File: src/rtl/gtg_pkg.sv
package gtg_pkg;

  localparam int COORD_WIDTH_DEF  = 16;
  localparam int CORDIC_STEPS_DEF = 16;

  localparam int ZW      = 28;
  localparam int SQ_IN_W = 18;
  localparam int SQ_W    = 36;
  localparam int SQ_STEPS = 18;

  localparam logic signed [ZW-1:0] PI_Z     = 28'sd52707179;
  localparam logic signed [16:0]   PI_Q12   = 17'sd12868;
  localparam logic signed [16:0]   TURN_Q12 = 17'sd25736;
  localparam logic signed [16:0]   HALF_PI  = 17'sd6433;

  localparam int CFG_IDX_W  = 3;
  localparam int CFG_DATA_W = 16;

  typedef enum logic [CFG_IDX_W-1:0] {
    REG_MAX_SPEED  = 3'd0,
    REG_STEER_GAIN = 3'd1,
    REG_ARRIVE_RAD = 3'd2,
    REG_ARENA_LOW  = 3'd3,
    REG_ARENA_HIGH = 3'd4
  } cfg_reg_t;

  typedef enum logic [3:0] {
    ST_IDLE,
    ST_DIFF,
    ST_SQ,
    ST_SUM,
    ST_CMP,
    ST_RUN,
    ST_ERR,
    ST_MUL,
    ST_OUT
  } state_t;

  function automatic logic signed [ZW-1:0] gtg_atan(input int idx);
    logic signed [ZW-1:0] a;
    unique case (idx)
      0:  a = 28'sd13176795;
      1:  a = 28'sd7778716;
      2:  a = 28'sd4110060;
      3:  a = 28'sd2086331;
      4:  a = 28'sd1047214;
      5:  a = 28'sd524117;
      6:  a = 28'sd262123;
      7:  a = 28'sd131069;
      8:  a = 28'sd65536;
      9:  a = 28'sd32768;
      10: a = 28'sd16384;
      11: a = 28'sd8192;
      12: a = 28'sd4096;
      13: a = 28'sd2048;
      14: a = 28'sd1024;
      15: a = 28'sd512;
      16: a = 28'sd256;
      17: a = 28'sd128;
      18: a = 28'sd64;
      19: a = 28'sd32;
      20: a = 28'sd16;
      21: a = 28'sd8;
      22: a = 28'sd4;
      23: a = 28'sd2;
      24: a = 28'sd1;
      default: a = '0;
    endcase
    return a;
  endfunction

endpackage

File: src/rtl/gtg_cell.sv
module gtg_cell
  import gtg_pkg::*;
#(
  parameter int SHIFT = 0,
  parameter int XW    = 20
) (
  input  logic                 clk,
  input  logic                 rst,
  input  logic                 in_valid,
  input  logic signed [XW-1:0] in_x,
  input  logic signed [XW-1:0] in_y,
  input  logic signed [ZW-1:0] in_z,
  output logic                 out_valid,
  output logic signed [XW-1:0] out_x,
  output logic signed [XW-1:0] out_y,
  output logic signed [ZW-1:0] out_z
);

  localparam logic signed [ZW-1:0] ANGLE = gtg_atan(SHIFT);

  logic signed [XW-1:0] xs;
  logic signed [XW-1:0] ys;

  assign xs = in_x >>> SHIFT;
  assign ys = in_y >>> SHIFT;

  always_ff @(posedge clk) begin
    if (rst) begin
      out_valid <= 1'b0;
    end else begin
      out_valid <= in_valid;
    end
  end

  always_ff @(posedge clk) begin
    if (in_y > 0) begin
      out_x <= in_x + ys;
      out_y <= in_y - xs;
      out_z <= in_z + ANGLE;
    end else begin
      out_x <= in_x - ys;
      out_y <= in_y + xs;
      out_z <= in_z - ANGLE;
    end
  end

endmodule

File: src/rtl/gtg_cordic.sv
module gtg_cordic
  import gtg_pkg::*;
#(
  parameter int XW    = 20,
  parameter int STEPS = CORDIC_STEPS_DEF
) (
  input  logic                 clk,
  input  logic                 rst,
  input  logic                 start,
  input  logic signed [XW-1:0] x0,
  input  logic signed [XW-1:0] y0,
  input  logic signed [ZW-1:0] z0,
  output logic                 done,
  output logic signed [ZW-1:0] angle
);

  logic                 v [STEPS+1];
  logic signed [XW-1:0] x [STEPS+1];
  logic signed [XW-1:0] y [STEPS+1];
  logic signed [ZW-1:0] z [STEPS+1];

  assign v[0] = start;
  assign x[0] = x0;
  assign y[0] = y0;
  assign z[0] = z0;

  for (genvar i = 0; i < STEPS; i++) begin : g_cell
    gtg_cell #(.SHIFT(i), .XW(XW)) u_cell (
      .clk      (clk),
      .rst      (rst),
      .in_valid (v[i]),
      .in_x     (x[i]),
      .in_y     (y[i]),
      .in_z     (z[i]),
      .out_valid(v[i+1]),
      .out_x    (x[i+1]),
      .out_y    (y[i+1]),
      .out_z    (z[i+1])
    );
  end

  assign done  = v[STEPS];
  assign angle = z[STEPS];

endmodule

File: config.mk
export PLATFORM = sky130hd
export DESIGN_NAME = gtg_cordic
export DESIGN_NICKNAME = d
export VERILOG_FILES = /design/src/rtl/gtg_pkg.sv /design/src/rtl/gtg_cell.sv /design/src/rtl/gtg_cordic.sv
export SDC_FILE = /design/constraint.sdc
export NUM_CORES = 2
export LEC_CHECK = 0
export ABC_AREA = 0
export BUFFER_PORTS_ARGS = -buffer_cell sky130_fd_sc_hd__buf_4
export CORE_AREA = 2 2 317 397
export CTS_CLUSTER_SIZE = 20
export DETAILED_ROUTE_END_ITERATION = 8
export DIE_AREA = 0 0 319 399
export PLACE_DENSITY = 0.71
export SLEW_MARGIN = 20
export SYNTH_ARGS = -nofsm -noshare
export SYNTH_HDL_FRONTEND = slang
export SYNTH_SLANG_ARGS = --single-unit
File: constraint.sdc
create_clock -name clk -period 6.1 [get_ports clk]
set_input_delay 0.915 -clock clk [delete_from_list [all_inputs] [get_ports clk]]
set_output_delay 0.915 -clock clk [all_outputs]
set_load 0.01 [all_outputs]
# Yosys cells after proc, flatten, opt, wreduce, memory -nomap -nowiden
# Cells that the tools add are included.
[word_totals]
elab_cells = 211
out_inout_bits = 29
register_bits = 1044
[classes]
addsub = 89
order_cmp = 16
n_mux = 45
[ops]
columns = ["cell", "count"]
rows = [
  ["20-bit two-way mux", 29],
  ["28-bit two-way mux", 16],
  ["20-bit by 1-bit greater-than comparator with 1-bit output, second input constant", 16],
  ["28-bit by 18-bit adder with 28-bit output, second input constant", 2],
  ["28-bit by 18-bit subtractor with 28-bit output, second input constant", 2],
  ["20-bit by 10-bit adder with 20-bit output", 2],
  ["20-bit by 11-bit adder with 20-bit output", 2],
  ["20-bit by 12-bit adder with 20-bit output", 2],
  ["20-bit by 13-bit adder with 20-bit output", 2],
  ["20-bit by 14-bit adder with 20-bit output", 2],
  ["20-bit by 15-bit adder with 20-bit output", 2],
  ["20-bit by 16-bit adder with 20-bit output", 2],
  ["20-bit by 17-bit adder with 20-bit output", 2],
  ["20-bit by 18-bit adder with 20-bit output", 2],
  ["20-bit by 19-bit adder with 20-bit output", 2],
  ["20-bit by 7-bit adder with 20-bit output", 2],
  ["20-bit by 8-bit adder with 20-bit output", 2],
  ["20-bit by 9-bit adder with 20-bit output", 2],
  ["20-bit by 10-bit subtractor with 20-bit output", 2],
  ["20-bit by 11-bit subtractor with 20-bit output", 2],
  ["20-bit by 12-bit subtractor with 20-bit output", 2],
  ["20-bit by 13-bit subtractor with 20-bit output", 2],
  ["20-bit by 14-bit subtractor with 20-bit output", 2],
  ["20-bit by 15-bit subtractor with 20-bit output", 2],
  ["39 further kinds", 47],
]

# Logic depth before layout (Yosys ltp)
[logic_depth]
depth_word = 2
mapped_depth = 23

# By module
# From an unflattened synthesis, not the netlist that was laid out.
[hier_totals]
cells_unflattened = 8892
hier_area_um2 = 77157.8
[modules_own_cells]
columns = ["module", "seq_area_each_um2", "instances", "area_each_um2", "cells_each"]
rows = [
  ["gtg_cell at g_cell[0].u_cell", 1361.3, 1, 5880.6, 742],
  ["gtg_cell at g_cell[6].u_cell", 1381.3, 1, 5358.9, 628],
  ["gtg_cell at g_cell[7].u_cell", 1381.3, 1, 5222.5, 622],
  ["gtg_cell at g_cell[1].u_cell", 1381.3, 1, 5192.5, 600],
  ["gtg_cell at g_cell[3].u_cell", 1381.3, 1, 5191.2, 604],
  ["gtg_cell at g_cell[2].u_cell", 1381.3, 1, 5139.9, 613],
  ["gtg_cell at g_cell[5].u_cell", 1381.3, 1, 5091.1, 591],
  ["gtg_cell at g_cell[4].u_cell", 1381.3, 1, 4984.8, 569],
  ["gtg_cell at g_cell[14].u_cell", 1381.3, 1, 4718.3, 538],
  ["gtg_cell at g_cell[12].u_cell", 1381.3, 1, 4576.9, 520],
  ["gtg_cell at g_cell[13].u_cell", 1381.3, 1, 4466.8, 495],
  ["gtg_cell at g_cell[15].u_cell", 1381.3, 1, 4406.7, 502],
  ["gtg_cell at g_cell[11].u_cell", 1381.3, 1, 4300.4, 474],
  ["gtg_cell at g_cell[8].u_cell", 1381.3, 1, 4219.0, 466],
  ["+2 rows", "--", "--", "--", "--"],
]

# Worst setup path before layout
# Ideal clock, no wire load.
[synth_timing]
kind = "reg-to-reg"
start = "register g_cell[14].u_cell.out_y[11]"
end = "register g_cell[15].u_cell.out_z[26]"
period_less_slack_ns = 4.857
path_stages_with_launch = 15
setup_slack_ns = 1.243
required_ns = 6.028
n_path_buf = 0
arrival_ns = 4.785
path_cell_list = "dfxtp_1 nor4_1 nand4_1 o41ai_1 ha_1 a21o_1 a21oi_1 o21bai_1 a21oi_1 o21ai_0 and3_1 o41ai_1 o21bai_1 a21oi_1 xnor2_1"
[synth_between]
elab_chain_len = 2
[synth_lines]
columns = ["element", "line_no", "text"]
rows = [
  ["from (decl)", "gtg_cell.sv:15", "output logic signed [XW-1:0] out_y,"],
  ["from (signal assigned)", "gtg_cell.sv:38", "out_y <= in_y - xs;"],
  ["from (signal assigned)", "gtg_cell.sv:42", "out_y <= in_y + xs;"],
  ["20-bit by 1-bit greater-than comparator with 1-bit output", "gtg_cell.sv:36", "if (in_y > 0) begin"],
  ["28-bit two-way mux", "gtg_cell.sv:36", ""],
  ["to (signal assigned)", "gtg_cell.sv:39", "out_z <= in_z + ANGLE;"],
  ["to (signal assigned)", "gtg_cell.sv:43", "out_z <= in_z - ANGLE;"],
  ["to (decl)", "gtg_cell.sv:16", "output logic signed [ZW-1:0] out_z"],
]
# No other way between the ends.
# A chain may end at the register's enable or synchronous reset.

# Worst setup path after layout
[layout_timing]
start = "register g_cell[4].u_cell.out_y[8]"
end = "register g_cell[5].u_cell.out_z[27]"
[layout_between]
elab_chain_len = 2
[layout_lines]
columns = ["element", "line_no"]
rows = [
  ["from (decl)", "gtg_cell.sv:15"],
  ["from (signal assigned)", "gtg_cell.sv:38"],
  ["from (signal assigned)", "gtg_cell.sv:42"],
  ["20-bit by 1-bit greater-than comparator with 1-bit output", "gtg_cell.sv:36"],
  ["28-bit two-way mux", "gtg_cell.sv:36"],
  ["to (signal assigned)", "gtg_cell.sv:39"],
  ["to (signal assigned)", "gtg_cell.sv:43"],
  ["to (decl)", "gtg_cell.sv:16"],
]
# No other way between the ends.

==> impl_metrics.ini <==
[setup_path]
cp_slowest_cell = a311oi_1
rr_worst_depth = 20
cp_slowest_stage_delay_ns = 0.50
cp_data_required_time_ns = 6.75
crit_type = flip-flop to flip-flop
cp.arrival_ns = 5.98
path_delay_family = compound AO/OA/AOI/OAI gates
crit_path_max_fanout = 12
crit_path_end_kind = flip-flop
startpoint_type = flip-flop
regToRegEndpoint = g_cell[5].u_cell.out_z[27]
cp_cell_sequence = nor3_1 > nand2_1 > nor3_1 > nand2_1 > nor4_2 > and3_1 > a31oi_4 > inv_1 > buf_4 > ha_1 > a211oi_1 > o211ai_1 > a311oi_1 > a21oi_1 > o41ai_2 > o31ai_1 > nor3_1 > o21bai_1 > a21oi_1 > xnor2_1
reg2reg_setup_slack_ns = 0.78
critPathMostFrequentCell = nor3_1
cp_num_buf_inv = 2
r2r-start = g_cell[4].u_cell.out_y[8]

[clocking]
clkSinkCount = 1029
postCtsHoldBufs = 0
clk_latency_ns = 0.75
cts_root_buffer = clkbuf_16
h-tree-depth = 3
clk_pin_slew_worst_paths_ns = 0.06
cts_tree = yes
postCtsSetupBuffers = 0
ctsLongestPathBuffers = 3
cts_inserted_buffers = 104
cts_resized = 0

[drt]
vias = 54735
via_per_inst = 5.732
drtIter0Drc = 2586
drc_errors = 0
drt-pass1-iter-count = 6
routed_wl_um = 159100
ant_nets = 0
wl_per_cell_um = 16.67

[cells_and_area]
multi_input_area_um2 = 45110
final_cell_mix = dfxtp_1 (1029), ha_1 (924), xnor2_1 (738), a21oi_1 (695), nor2_1 (640)
fill_cells = 10860
drive_gt1_frac = 0.05228
finalNonFillerCells = 9549
final_common_cell = dfxtp_1
area_growth_pct = 9.280
num-nets-final = 8887
final-seq-area_um2 = 20600

[sta]
finalHoldViolCount = 0
setup_tns_ns = 0
tightestPinTransition_ns = 1.008
finClkSkew_ns = 0.06174
slew_violations = 0
setup_viol_count_final = 0
max_freq_ghz = 0.1879
rsz0062_at_grt = no
whs_ns = 0.3229
layout_min_cycle_time_ns = 5.322
period_share = 0.8724
maxSlewHeadroom = 0.3216

[logic_synthesis]
syn-num-nets = 8739
synthTopCellsByArea = dfxtp_1 (30%), ha_1 (17%), xnor2_1 (9.6%)
synth_cell_types = 94
avgSynthCellArea_um2 = 8.781
synth.mux.area_fraction = 0.003220
synth_top_family_by_area = compound AO/OA/AOI/OAI gates
synth_seq_area_share = 0.3047
synth_xor_area_frac = 0.1364
synth_edf_count = 0
synth_fa_ha_area_frac = 0.1843
synth_cells = 7699
synthArstFlopShare = 0
synth_top_area_cell = dfxtp_1
synth_ff_type = dfxtp_1
synthSimpleGateAreaFrac = 0.1415
synth_seq_cells = 1029
synth_top_cell_area_share = 0.3047
synth_compound_area_frac = 0.2012
yosysWarnings = 0
synth_area_um2 = 67600

[global_route]
grt_first_pass_wirelength_um = 260000
grt_max_degree = 62
track_usage = 0.2449
antenna_found_initial = 5
overflow = 0
grt_pass1_vias = 53746

[placed_design]
place_inst = 9347
port_buffers = 99
place.detailed.hpwl_um = 128300
routabilityCongestion = 0.9360

[die]
die_w_um = 319
design.die.area_um2 = 127300
num_rows = 144
die_h_um = 399
coreArea_um2 = 123200
ioPinCount = 100
start_util = 0.5486

[run_status]
outcome = finished clean

[min_path]
hp-class = flip-flop to flip-flop
hold_depth = 0
hold_path.startpoint = g_cell[12].u_cell.out_z[6]
min_delay_worst_endpoint = g_cell[13].u_cell.out_z[6]

[job]
max-cap-violations = 0
## worst max path at each step
stage | startpoint | endpoint | slack, ns | depth (start not counted)
after global routing | g_cell[2].u_cell.out_y[7] | g_cell[3].u_cell.out_y[19] | 0.29 | 20
after CTS | g_cell[4].u_cell.out_y[8] | g_cell[5].u_cell.out_z[27] | 0.80 | 20
after global placement | g_cell[1].u_cell.out_y[2] | g_cell[2].u_cell.out_y[18] | 0.96 | 20
after floorplan | g_cell[14].u_cell.out_y[11] | g_cell[15].u_cell.out_z[26] | 1.24 | 14
after detailed placement | g_cell[4].u_cell.out_y[9] | g_cell[5].u_cell.out_z[27] | 0.84 | 20
final | g_cell[4].u_cell.out_y[8] | g_cell[5].u_cell.out_z[27] | 0.78 | 20
## Yosys cell counts (117+ instances only)
library cell and number:
nor2b_1 117, o21ai_0 404, nand2_1 432, dfxtp_1 1029
nor2_1 642, nand3_1 127, xnor2_1 738, o21a_1 122
a21o_1 295, a21oi_1 697, xor2_1 315, ha_1 924
inv_1 410, nor3_1 209
## through the flow
step	area, um^2	util	setup slack [ns]
after floorplan	67600	-	1.243
after global placement	70270	0.5702	0.9638
after detailed placement	70270	0.5702	0.8400
after CTS	73870	0.5994	0.7958
after global routing	73880	0.5995	0.2861
final	73880	0.5995	0.7782
## area by class of cell
type,instances,area share
Antenna cell,5,0.0001694
Clock buffer,136,0.03863
Clock inverter,61,0.009992
Inverter,417,0.02119
Multi-Input combinational cell,6163,0.6106
Sequential cell,1029,0.2788
Tap cell,1606,0.02720
Timing Repair Buffer,132,0.01341
## per-layer routing
| layer | wire length [um] | GRT usage | vias to the layer above |
|---|---|---|---|
| li1 | - | - | 27758 |
| met1 | 63440 | 0.2596 | 25498 |
| met4 | 7107 | 0.1167 | 0 |
| met3 | 4888 | 0.02576 | 385 |
| met2 | 83710 | 0.4799 | 1094 |
| met5 | 0 | 0 | - |
## sequential cells by signal, summed over array words and instances, names as in the netlist
name                     cells
g_cell.u_cell.out_z        448
g_cell.u_cell.out_x        266
g_cell.u_cell.out_y        299
g_cell.u_cell.out_valid     16
## kinds of logic after synthesis
family	count (synthesis)
AO/OA/AOI/OAI	2128
XOR/XNOR	1053
adder cells (fa/ha/maj)	969
buffers and inverters	507
flip-flops	1029
multiplexers	21
AND/OR/NAND/NOR	1992
## worst register-to-register path: cells and delay by family (launching register included)
kind | cells | cell delay [ns]
AOI/OAI and AO/OA | 9 | 2.26
xor gates and xnor gates | 1 | 0.13
adders and majority gates | 1 | 0.29
buffers and inverters | 2 | 0.62
DFF | 1 | 0.34
and+or+nand+nor | 7 | 1.57
Power is not shown: default switching activity piles up to over one toggle a cycle in this logic, so the estimate is an artifact.
